==> src/rtl/hfe_c2f_pkg.sv <==
// Shared types, constants and helper functions for the cell stream to flux gap converter.
`timescale 1ns / 1ps
`default_nettype none
package hfe_c2f_pkg;

  localparam int COUNT_BITS_DEF = 16;
  localparam int CMD_DEPTH = 4;
  localparam int RES_DEPTH = 4;

  localparam int CFG_IDX_W = 2;
  localparam int CFG_DATA_W = 16;

  localparam logic [CFG_IDX_W-1:0] REG_START_CELL_TICKS = 2'd0;
  localparam logic [CFG_IDX_W-1:0] REG_V3_MODE = 2'd1;
  localparam logic [CFG_IDX_W-1:0] REG_PULSE_LIMIT = 2'd2;

  localparam logic [7:0] START_TICKS_RST = 8'd48;
  localparam logic [15:0] PULSE_LIMIT_RST = 16'hffff;

  localparam logic [7:0] OPC_NOP = 8'h0f;
  localparam logic [7:0] OPC_INDEX = 8'h8f;
  localparam logic [7:0] OPC_BITRATE = 8'h4f;
  localparam logic [7:0] OPC_SKIPBITS = 8'hcf;
  localparam logic [7:0] OPC_RAND = 8'h2f;
  localparam logic [3:0] OPC_NIBBLE = 4'hf;

  localparam logic [31:0] LCG_MUL = 32'd1664525;
  localparam logic [31:0] LCG_ADD = 32'd1013904223;
  localparam logic [31:0] LCG_SEED = 32'h12345678;

  localparam logic [13:0] GAP_CAP = 14'd11985;
  localparam logic [13:0] CHUNK = 14'd255;

  typedef struct packed {
    logic [7:0] data;
    logic [2:0] first;
    logic [7:0] dur;
    logic       run;
    logic       last;
  } cmd_t;

  typedef struct packed {
    logic [7:0]  pulse_gap;
    logic        run_final;
    logic        track_status;
    logic [15:0] pulse_total;
    logic        overflow_error;
  } res_t;

  function automatic logic [7:0] bit_rev8(input logic [7:0] v);
    logic [7:0] r;
    for (int i = 0; i < 8; i++) begin
      r[i] = v[7-i];
    end
    return r;
  endfunction

  // Two thirds of the argument, rounded down, via a reciprocal multiply; never below one.
  function automatic logic [7:0] rate_ticks(input logic [7:0] arg);
    logic [8:0]  twice;
    logic [18:0] prod;
    logic [7:0]  q;
    twice = {arg, 1'b0};
    prod = 19'(twice) * 19'd683;
    q = prod[18:11];
    return (q == 8'd0) ? 8'd1 : q;
  endfunction

endpackage
`default_nettype wire

==> src/rtl/hfe_cell_stream_to_flux_gaps.sv <==
// Top level of the track bit-cell stream to flux gap converter.
//
// Track bytes enter on a queue-style input: a request is taken when push is high and full
// is low. Each byte carries eight bit cells, least significant first; track_last marks the
// final byte of a track. Results leave on a queue-style output: the oldest result is shown
// while empty is low and is removed when pop is high. Each request gives zero or more pulse
// results, plus an end-of-track status result after a final byte; run_final marks the last
// result of a request.
// A decoder takes one byte per cycle while full is low, into a four-entry command queue;
// an opcode or argument byte that starts no cell run queues no command unless it ends a
// track. The cell engine fetches a command, walks its bit cells, splits a gap above 255
// ticks into pulse values of 255 ticks and a remainder, gives a status result after a
// track's final byte and then releases the held result.
// When pop is held low the four-entry result queue fills, the cell engine waits, then the
// command queue fills and full rises; nothing is dropped.
// Reset clears both queues, the opcode state, gap, pulse count and error flag, loads the
// registers with their defaults and the random generator with its seed. A new start cell
// duration takes effect at the next track start.
`timescale 1ns / 1ps
`default_nettype none
module hfe_cell_stream_to_flux_gaps import hfe_c2f_pkg::*; #(
  parameter int COUNT_BITS = COUNT_BITS_DEF
) (
  input  wire logic                  clk,
  input  wire logic                  rst,
  input  wire logic                  push,
  output logic                       full,
  input  wire logic [7:0]            cell_byte,
  input  wire logic                  track_last,
  output logic                       empty,
  input  wire logic                  pop,
  output logic [7:0]                 pulse_gap,
  output logic                       run_final,
  output logic                       track_status,
  output logic [15:0]                pulse_total,
  output logic                       overflow_error,
  input  wire logic                  cfg_we,
  input  wire logic [CFG_IDX_W-1:0]  cfg_index,
  input  wire logic [CFG_DATA_W-1:0] cfg_data
);

  logic [7:0]  start_cell_ticks;
  logic        v3_mode;
  logic [15:0] pulse_limit;

  logic accept;
  logic cmd_push;
  cmd_t cmd_in;
  cmd_t cmd_out;
  logic cmd_empty;
  logic cmd_pop;
  logic res_push;
  res_t res_in;
  res_t res_out;
  logic res_full;

  always_ff @(posedge clk) begin
    if (rst) begin
      start_cell_ticks <= START_TICKS_RST;
      v3_mode <= 1'b0;
      pulse_limit <= PULSE_LIMIT_RST;
    end else if (cfg_we) begin
      unique case (cfg_index)
        REG_START_CELL_TICKS: start_cell_ticks <= cfg_data[7:0];
        REG_V3_MODE: v3_mode <= cfg_data[0];
        REG_PULSE_LIMIT: pulse_limit <= cfg_data[15:0];
        default: begin
        end
      endcase
    end
  end

  assign accept = push && !full;

  hfe_c2f_front u_front (
    .clk              (clk),
    .rst              (rst),
    .accept           (accept),
    .cell_byte        (cell_byte),
    .track_last       (track_last),
    .start_cell_ticks (start_cell_ticks),
    .v3_mode          (v3_mode),
    .cmd_push         (cmd_push),
    .cmd              (cmd_in)
  );

  hfe_c2f_fifo #(
    .WIDTH ($bits(cmd_t)),
    .DEPTH (CMD_DEPTH)
  ) u_cmd_q (
    .clk       (clk),
    .rst       (rst),
    .push      (cmd_push),
    .push_data (cmd_in),
    .full      (full),
    .pop       (cmd_pop),
    .pop_data  (cmd_out),
    .empty     (cmd_empty)
  );

  hfe_c2f_back #(
    .COUNT_BITS (COUNT_BITS)
  ) u_back (
    .clk         (clk),
    .rst         (rst),
    .cmd_valid   (!cmd_empty),
    .cmd         (cmd_out),
    .cmd_pop     (cmd_pop),
    .pulse_limit (pulse_limit),
    .res_push    (res_push),
    .res_data    (res_in),
    .res_full    (res_full)
  );

  hfe_c2f_fifo #(
    .WIDTH ($bits(res_t)),
    .DEPTH (RES_DEPTH)
  ) u_res_q (
    .clk       (clk),
    .rst       (rst),
    .push      (res_push),
    .push_data (res_in),
    .full      (res_full),
    .pop       (pop),
    .pop_data  (res_out),
    .empty     (empty)
  );

  assign pulse_gap = res_out.pulse_gap;
  assign run_final = res_out.run_final;
  assign track_status = res_out.track_status;
  assign pulse_total = res_out.pulse_total;
  assign overflow_error = res_out.overflow_error;

endmodule
`default_nettype wire

==> src/rtl/hfe_c2f_fifo.sv <==
// Small first-in first-out queue built from registers.
`timescale 1ns / 1ps
`default_nettype none
module hfe_c2f_fifo #(
  parameter int WIDTH = 8,
  parameter int DEPTH = 4
) (
  input  wire logic             clk,
  input  wire logic             rst,
  input  wire logic             push,
  input  wire logic [WIDTH-1:0] push_data,
  output logic                  full,
  input  wire logic             pop,
  output logic [WIDTH-1:0]      pop_data,
  output logic                  empty
);

  localparam int AW = (DEPTH > 1) ? $clog2(DEPTH) : 1;
  localparam int CW = $clog2(DEPTH + 1);
  localparam logic [AW-1:0] LAST_PTR = AW'(DEPTH - 1);
  localparam logic [CW-1:0] FULL_CNT = CW'(DEPTH);

  logic [WIDTH-1:0] mem [DEPTH];
  logic [AW-1:0]    wr_ptr;
  logic [AW-1:0]    rd_ptr;
  logic [CW-1:0]    fill;
  logic             do_push;
  logic             do_pop;

  assign full = (fill == FULL_CNT);
  assign empty = (fill == '0);
  assign do_push = push && !full;
  assign do_pop = pop && !empty;
  assign pop_data = mem[rd_ptr];

  always_ff @(posedge clk) begin
    if (do_push) begin
      mem[wr_ptr] <= push_data;
    end
  end

  always_ff @(posedge clk) begin
    if (rst) begin
      wr_ptr <= '0;
      rd_ptr <= '0;
      fill <= '0;
    end else begin
      if (do_push) begin
        wr_ptr <= (wr_ptr == LAST_PTR) ? '0 : wr_ptr + 1'b1;
      end
      if (do_pop) begin
        rd_ptr <= (rd_ptr == LAST_PTR) ? '0 : rd_ptr + 1'b1;
      end
      if (do_push && !do_pop) begin
        fill <= fill + 1'b1;
      end else if (do_pop && !do_push) begin
        fill <= fill - 1'b1;
      end
    end
  end

endmodule
`default_nettype wire

==> src/rtl/hfe_c2f_front.sv <==
// Front end: decodes track bytes and opcodes into cell run commands.
`timescale 1ns / 1ps
`default_nettype none
module hfe_c2f_front import hfe_c2f_pkg::*; (
  input  wire logic       clk,
  input  wire logic       rst,
  input  wire logic       accept,
  input  wire logic [7:0] cell_byte,
  input  wire logic       track_last,
  input  wire logic [7:0] start_cell_ticks,
  input  wire logic       v3_mode,
  output logic            cmd_push,
  output cmd_t            cmd
);

  typedef enum logic [1:0] {
    W_NONE,
    W_RATE,
    W_SKIP,
    W_DATA
  } wait_t;

  wait_t       opcode_wait;
  wait_t       opcode_wait_next;
  logic [7:0]  cell_duration;
  logic [7:0]  cell_duration_next;
  logic [2:0]  skip_cells;
  logic [2:0]  skip_cells_next;
  logic [31:0] lcg_state;
  logic [31:0] lcg_stepped;
  logic        lcg_advance;
  logic [7:0]  rev;
  logic        run;
  logic [7:0]  run_data;
  logic [2:0]  run_first;

  assign rev = bit_rev8(cell_byte);
  assign lcg_stepped = lcg_state * LCG_MUL + LCG_ADD;

  always_comb begin
    opcode_wait_next = opcode_wait;
    cell_duration_next = cell_duration;
    skip_cells_next = skip_cells;
    lcg_advance = 1'b0;
    run = 1'b0;
    run_data = cell_byte;
    run_first = 3'd0;
    unique case (opcode_wait)
      W_RATE: begin
        cell_duration_next = rate_ticks(rev);
        opcode_wait_next = W_NONE;
      end
      W_SKIP: begin
        skip_cells_next = rev[2:0];
        opcode_wait_next = W_DATA;
      end
      W_DATA: begin
        run = 1'b1;
        run_first = skip_cells;
        skip_cells_next = 3'd0;
        opcode_wait_next = W_NONE;
      end
      W_NONE: begin
        if (v3_mode && cell_byte[3:0] == OPC_NIBBLE) begin
          unique case (cell_byte)
            OPC_BITRATE: opcode_wait_next = W_RATE;
            OPC_SKIPBITS: opcode_wait_next = W_SKIP;
            OPC_RAND: begin
              run = 1'b1;
              run_data = lcg_stepped[31:24];
              lcg_advance = 1'b1;
            end
            default: begin
            end
          endcase
        end else begin
          run = 1'b1;
        end
      end
      default: begin
      end
    endcase
    if (track_last) begin
      cell_duration_next = start_cell_ticks;
      opcode_wait_next = W_NONE;
      skip_cells_next = 3'd0;
    end
  end

  assign cmd_push = accept && (run || track_last);
  assign cmd.data = run_data;
  assign cmd.first = run_first;
  assign cmd.dur = cell_duration;
  assign cmd.run = run;
  assign cmd.last = track_last;

  always_ff @(posedge clk) begin
    if (rst) begin
      opcode_wait <= W_NONE;
      cell_duration <= START_TICKS_RST;
      skip_cells <= 3'd0;
      lcg_state <= LCG_SEED;
    end else if (accept) begin
      opcode_wait <= opcode_wait_next;
      cell_duration <= cell_duration_next;
      skip_cells <= skip_cells_next;
      if (lcg_advance) begin
        lcg_state <= lcg_stepped;
      end
    end
  end

endmodule
`default_nettype wire

==> src/rtl/hfe_c2f_back.sv <==
// Back end: walks bit cells, accumulates gaps and issues pulse and status results.
`timescale 1ns / 1ps
`default_nettype none
module hfe_c2f_back import hfe_c2f_pkg::*; #(
  parameter int COUNT_BITS = COUNT_BITS_DEF
) (
  input  wire logic        clk,
  input  wire logic        rst,
  input  wire logic        cmd_valid,
  input  wire cmd_t        cmd,
  output logic             cmd_pop,
  input  wire logic [15:0] pulse_limit,
  output logic             res_push,
  output res_t             res_data,
  input  wire logic        res_full
);

  localparam int WIDE = (COUNT_BITS > 16) ? COUNT_BITS : 16;

  typedef enum logic [2:0] {
    B_IDLE,
    B_CELL,
    B_EMIT,
    B_STATUS,
    B_FLUSH
  } state_t;

  state_t                state;
  cmd_t                  cur;
  logic [2:0]            bit_idx;
  logic [13:0]           gap;
  logic [COUNT_BITS-1:0] pulse_count;
  logic                  error_flag;
  logic                  held_valid;
  res_t                  held;

  logic [14:0]   gap_sum;
  logic [13:0]   gap_sat;
  logic          cell_bit;
  logic [WIDE-1:0] count_x;
  logic          limit_hit;
  logic          cand_req;
  logic          cand_pulse;
  logic [7:0]    cand_gap;
  logic          cand_valid;
  res_t          cand;
  logic          flush;
  logic          want_push;
  logic          stall;
  logic          cell_done;

  assign count_x = WIDE'(pulse_count);
  assign gap_sum = {1'b0, gap} + {7'd0, cur.dur};
  assign gap_sat = (gap_sum > {1'b0, GAP_CAP}) ? GAP_CAP : gap_sum[13:0];
  assign cell_bit = cur.data[bit_idx];
  assign limit_hit = (count_x >= WIDE'(pulse_limit)) || (&pulse_count);

  always_comb begin
    cand_req = 1'b0;
    cand_pulse = 1'b1;
    cand_gap = 8'd0;
    cell_done = 1'b0;
    unique case (state)
      B_CELL: begin
        if (cell_bit && gap_sat <= CHUNK) begin
          cand_req = (gap_sat != 14'd0);
          cand_gap = gap_sat[7:0];
        end
        cell_done = !(cell_bit && gap_sat > CHUNK);
      end
      B_EMIT: begin
        if (gap > CHUNK) begin
          cand_req = 1'b1;
          cand_gap = CHUNK[7:0];
        end else begin
          cand_req = (gap != 14'd0);
          cand_gap = gap[7:0];
          cell_done = 1'b1;
        end
      end
      B_STATUS: begin
        cand_req = 1'b1;
        cand_pulse = 1'b0;
      end
      default: begin
      end
    endcase
  end

  assign cand_valid = cand_req && (!cand_pulse || !limit_hit);
  assign cand.pulse_gap = cand_gap;
  assign cand.run_final = 1'b0;
  assign cand.track_status = !cand_pulse;
  assign cand.pulse_total = cand_pulse ? 16'd0 : count_x[15:0];
  assign cand.overflow_error = cand_pulse ? 1'b0 : error_flag;

  assign flush = (state == B_FLUSH) && held_valid;
  assign want_push = (cand_valid && held_valid) || flush;
  assign stall = want_push && res_full;
  assign res_push = want_push && !res_full;
  always_comb begin
    res_data = held;
    res_data.run_final = flush;
  end

  assign cmd_pop = (state == B_IDLE) && cmd_valid;

  always_ff @(posedge clk) begin
    if (rst) begin
      state <= B_IDLE;
      bit_idx <= 3'd0;
      gap <= 14'd0;
      pulse_count <= '0;
      error_flag <= 1'b0;
      held_valid <= 1'b0;
    end else if (!stall) begin
      if (cand_valid) begin
        held <= cand;
        held_valid <= 1'b1;
      end else if (flush) begin
        held_valid <= 1'b0;
      end
      if (cand_valid && cand_pulse) begin
        pulse_count <= pulse_count + 1'b1;
      end
      if (cand_req && cand_pulse && limit_hit) begin
        error_flag <= 1'b1;
      end
      unique case (state)
        B_IDLE: begin
          if (cmd_valid) begin
            cur <= cmd;
            bit_idx <= cmd.first;
            state <= cmd.run ? B_CELL : B_STATUS;
          end
        end
        B_CELL, B_EMIT: begin
          if (state == B_CELL) begin
            gap <= (cell_bit && gap_sat <= CHUNK) ? 14'd0 : gap_sat;
          end else begin
            gap <= (gap > CHUNK) ? gap - CHUNK : 14'd0;
          end
          if (cell_done) begin
            if (bit_idx == 3'd7) begin
              state <= cur.last ? B_STATUS : B_FLUSH;
            end else begin
              bit_idx <= bit_idx + 3'd1;
              state <= B_CELL;
            end
          end else begin
            state <= B_EMIT;
          end
        end
        B_STATUS: begin
          gap <= 14'd0;
          pulse_count <= '0;
          error_flag <= 1'b0;
          state <= B_FLUSH;
        end
        B_FLUSH: begin
          state <= B_IDLE;
        end
        default: begin
          state <= B_IDLE;
        end
      endcase
    end
  end

  a_idle_nothing_held: assert property (@(posedge clk) disable iff (rst)
    state == B_IDLE |-> !held_valid)
    else $error("result still held while waiting for a command");

  a_gap_capped: assert property (@(posedge clk) disable iff (rst)
    gap <= GAP_CAP)
    else $error("gap counter above saturation value");

  a_emit_has_gap: assert property (@(posedge clk) disable iff (rst)
    state == B_EMIT |-> gap != 14'd0)
    else $error("chunk emission entered without a gap to split");

  a_push_from_held: assert property (@(posedge clk) disable iff (rst)
    res_push |=> held_valid || state == B_IDLE)
    else $error("result pushed without a replacement or end of request");

endmodule
`default_nettype wire

==> config.mk <==
export PLATFORM = sky130hd
export DESIGN_NAME = hfe_cell_stream_to_flux_gaps
export DESIGN_NICKNAME = d
export VERILOG_FILES = /design/src/rtl/hfe_c2f_pkg.sv /design/src/rtl/hfe_cell_stream_to_flux_gaps.sv /design/src/rtl/hfe_c2f_fifo.sv /design/src/rtl/hfe_c2f_front.sv /design/src/rtl/hfe_c2f_back.sv
export SDC_FILE = /design/constraint.sdc
export NUM_CORES = 1
export LEC_CHECK = 0
export BUFFER_PORTS_ARGS = -buffer_cell sky130_fd_sc_hd__buf_4
export CAP_MARGIN = 20
export CELL_PAD_IN_SITES_DETAIL_PLACEMENT = 0
export CELL_PAD_IN_SITES_GLOBAL_PLACEMENT = 1
export CORE_AREA = 5 5 249 251
export DETAILED_ROUTE_END_ITERATION = 7
export DIE_AREA = 0 0 254 256
export PLACE_DENSITY_LB_ADDON = 0.1
export SYNTH_ARGS = -nofsm -noshare
export SYNTH_HDL_FRONTEND = slang
export SYNTH_HIERARCHICAL = 1
export SYNTH_SLANG_ARGS = --single-unit
==> constraint.sdc <==
create_clock -name clk -period 12.31 [get_ports clk]
set_input_delay 1.8465 -clock clk [delete_from_list [all_inputs] [get_ports clk]]
set_output_delay 1.8465 -clock clk [all_outputs]
set_load 0.1 [all_outputs]
==> summary.md <==
| Metric | Value |
|---|---|
| Final critical-path required period | between 6 and 7 ns |
| Setup Crit Path Kind | register to register |
| CTS Buf Count | 42 |
| Critical Path Source | u_front/lcg_state[1] |
| Share of layout cells above drive strength 1 | 0.121 |
| PwrDens | between 150 and 200 mW/mm^2 |
| Worst Setup End Kind | register |
| Combinational share of power | 0.348 |
| Die Y | roughly 260 um |
| Fillers | between 5000 and 6000 |
| Fin nets | between 2000 and 3000 |
| Critical Path, Cell by Cell | inv_1 -> ha_1 -> xnor2_1 -> ha_1 -> a21o_1 -> fa_1 -> fa_1 -> inv_1 -> fa_1 -> inv_1 -> fa_1 -> inv_1 -> fa_1 -> inv_1 -> ha_1 -> nand4_1 -> or2_1 -> a31oi_1 -> o31a_4 -> o21ai_2 -> and3_1 -> o31ai_1 |
| Setup Viol. Count Final | 0 |
| EDFF count, synth | around 240 |
| Mapped Area | between 0.02 and 0.025 mm^2 |
| Most used routing layer | met2 |
| Rows | 90 |
| Fmax | around 140 MHz |
| Final Power | about 0.0043 W |
| Initial DRC count | roughly 1000 |
| Clock latency at the later pin of the worst-skew pair | 0.57 ns |
| Area Growth Syn to Fin | 10.4% |
| Gr usage total | 0.190 |
| Clock-pin transition on the worst setup and hold timing paths | about 0.060 ns |
| Largest net degree at the start of global routing | 57 |
| Cell family with most CP delay | adder cells |
| Max-cap violations | 0 |
| Drt pass-1 iters | 5 |
| R2R setup slack | roughly 5.4 ns |
| Syn Inst Count | between 2000 and 2500 |
| Vias per cell | approximately 5.3 |
| Period utilization | 0.564 |
| Post-synth net total | 2596 |
| Final ANT Viol Nets | 0 |
| Flop pwr share | 0.377 |
| CTS Hold Buffers Added | 0 |
| Count leader, synth | inv_1 |
| Vias in the first global route | between 15000 and 20000 |
| Post CTS Setup Buffer Count | 0 |
| CP Capture Point | u_cmd_q/mem[0][17] |
| Reg-to-reg critical path endpoint | u_cmd_q/mem[0][17] |
| Slowest CP cell | dfxtp_1 |
| Unrepaired setup endpoints after global routing | no |
| H-tree depth | 2 |
| Setup TNS | 0 ns |
| Clock network fraction of total power | 0.275 |
| Flops & latches, synth | between 300 and 400 |
| Fin. Hold Viols | 0 |
| Via count | around 16000 |
| Yosys warns | 6 |
| CTS tree | built |
| Worst-margin pin slew | roughly 1.0 ns |
| Fraction of registers with async set/reset | 0 |
| Pint | about 0.0027 W |
| Full die area | 0.0650 mm^2 |
| Initial antenna violation count | 0 |
| Status | finished clean |
| Port Buffers | 60 |
| Distinct cells, synth | roughly 100 |
| Pleak | roughly 12 nW |
| Maximum vdd drop | around 150 uV |
| Switching share of total power | 0.380 |
| Yosys top cell by area | edfxtp_1 |
| Final GP Congestion | 0.865 |
| Worst r2r src | u_front/lcg_state[1] |
| Root buf cell | clkbuf_16 |
| Primary FF master, synth | edfxtp_1 |
| Clock Sinks | 361 |
| Met1 Use GR | 0.277 |
| # IOs | 61 |
| Hpwl dp | approximately 46 mm |
| Synth top area share | 0.287 |
| # DRC | 0 |
| Met2 Use GR | 0.304 |
| Max-slew headroom | 0.301 |
| Top cells by count, synth | inv_1, ha_1, edfxtp_1 |
| CP max FO | 12 |
| Met3 Use GR | 0.0262 |
| WP data required | roughly 13 ns |
| Hold Path Class | register to register |
| WL/cell | about 20 um |
| Clk buf depth | 3 |
| Fin. max-slew vios | 0 |
| Resized Gates After CTS | 0 |
| Total gr overflow | 0 |
| Core Box Area | a little under 0.06 mm^2 |
| Die X | 254 um |
| Routed WL | approximately 61 mm |
| Synth area leaders | edfxtp_1, fa_1, ha_1 |
| Max incr delay on CP | ~0.65 ns |
| First-pass GRT wire length | slightly below 100 mm |
| Critical Path AT | ~7.3 ns |
| CP startpoint kind | register |
| Switching Power | around 0.0016 W |
| Seq/Total Area, Yosys | 0.389 |
| Worst Reg-to-Reg Cells | 22 |
| WP buf/inv | 5 |
| Max Clock Skew | between 0.02 and 0.025 ns |
| CP Depth | 22 |
| Synthesized area per cell | 11.4 um^2 |
| Diode count | 0 |
| Initial Utilization | 0.412 |
cell families (layout without fill, tap and decap cells):
family | Yosys count | count (layout) | share of synthesized area
buffers and inverters | 415 | 504 | 0.0692
AOI/OAI and AO/OA | 378 | 378 | 0.111
adders and majority gates | 403 | 403 | 0.252
and+or+nand+nor | 452 | 452 | 0.0935
DFF | 361 | 361 | 0.389
xor gates and xnor gates | 65 | 65 | 0.0235
muxes | 87 | 87 | 0.0608
state kept, by name, indices dropped and copies added (netlist names), named ones only:
| name | count |
|---|---|
| u_back/held_valid | 1 |
| u_back/error_flag | 1 |
| u_cmd_q/wr_ptr | 2 |
| u_res_q/fill | 3 |
| start_cell_ticks | 8 |
| u_cmd_q/mem | 84 |
| u_res_q/mem | 108 |
| u_front/opcode_wait | 2 |
| pulse_limit | 16 |
| u_front/lcg_state | 32 |
| u_back/cur | 17 |
| u_back/res_data | 26 |
| u_back/count_x | 16 |
| u_back/state | 3 |
| u_cmd_q/fill | 3 |
| u_back/gap | 14 |
| u_front/cell_duration | 8 |
| u_res_q/wr_ptr | 2 |
| u_front/skip_cells | 3 |
| v3_mode | 1 |
| u_res_q/rd_ptr | 2 |
| u_cmd_q/rd_ptr | 2 |
| u_back/bit_idx | 3 |
per-stage QoR:
stage          instance area, um^2  worst slack [ns]  hold slack, ns  utilization  std cells
2_1_floorplan                24600              6.02           0.433            -       2161
3_3_place_gp                 25800              5.65           0.467        0.433       2953
3_5_place_dp                 25800              5.37           0.478        0.433       2953
4_1_cts                      27100              5.33           0.491        0.455       3031
5_1_grt                      27200              4.96           0.507        0.455       3032
6_report                     27200              5.37           0.490        0.455       3032
power by group through the flow:
stage | clock (W) | sequential, W | combinational [W]
after global routing | 0.00128 | 0.00165 | 0.00163
after CTS | 0.00122 | 0.00164 | 0.00149
after global placement | 0 | 0.00165 | 0.00147
final | 0.00118 | 0.00162 | 0.00150
after floorplan | 0 | 0.00159 | 0.00116
after detailed placement | 0 | 0.00166 | 0.00148
placed cells by master, fill, tap and decap left out, drive strengths merged, types with 8 or more instances in the layout:
cell type / n
a211o: 8
a21o: 24
and3: 47
clkbuf: 56
o31ai: 22
nand2: 102
o21ai: 78
a22oi: 9
a31oi: 14
xor2: 19
o211ai: 21
a21oi: 96
a211oi: 24
mux4: 50
nand2b: 26
fa: 155
nand3: 40
inv: 347
nand4: 15
dfxtp: 126
o21a: 16
nor3: 20
clkinv: 17
mux2i: 37
and2: 11
xnor2: 46
buf: 78
nor2b: 11
or2: 13
o311ai: 11
ha: 248
or3: 17
nor2: 119
edfxtp: 235
cell type report:
cell class                      count  area [um^2]  area share
Tap cell                          782          978      0.0360
Clock inverter                     22          170     0.00627
Multi-Input combinational cell   1385        13300       0.491
Inverter                          348         1350      0.0498
Sequential cell                   361         9580       0.353
Clock buffer                       56         1140      0.0421
Timing Repair Buffer               78          598      0.0220
worst reg2reg max path, stage by stage (launching register included):
cell and delay, ns:
dfxtp_1 0.65, inv_1 0.24, ha_1 0.40, xnor2_1 0.17, ha_1 0.18, a21o_1 0.17
fa_1 0.50, fa_1 0.56, inv_1 0.06, fa_1 0.54, inv_1 0.06, fa_1 0.53
inv_1 0.06, fa_1 0.52, inv_1 0.04, ha_1 0.36, nand4_1 0.17, or2_1 0.29
a31oi_1 0.28, o31a_4 0.24, o21ai_2 0.07, and3_1 0.18, o31ai_1 0.42
worst min-delay path by stage:
stage | slack, ns | startpoint | endpoint | cells past startpoint
2_1_floorplan | 0.43 | u_back/error_flag | u_back/error_flag | 1
3_3_place_gp | 0.47 | u_back/error_flag | u_back/error_flag | 1
3_5_place_dp | 0.48 | u_back/error_flag | u_back/error_flag | 1
4_1_cts | 0.49 | u_back/error_flag | u_back/error_flag | 1
5_1_grt | 0.51 | u_back/res_data[22] | u_res_q/mem[3][22] | 0
6_report | 0.49 | u_res_q/rd_ptr[0] | register | 2
layer usage:
metal	vias up	part of all wire	wire, um
li1	7708	-	-
met4	0	0.018	1120
met5	-	0	0
met1	8077	0.47	28800
met3	60	0.043	2610
met2	321	0.47	28300
(Power assumes the default switching activity.)
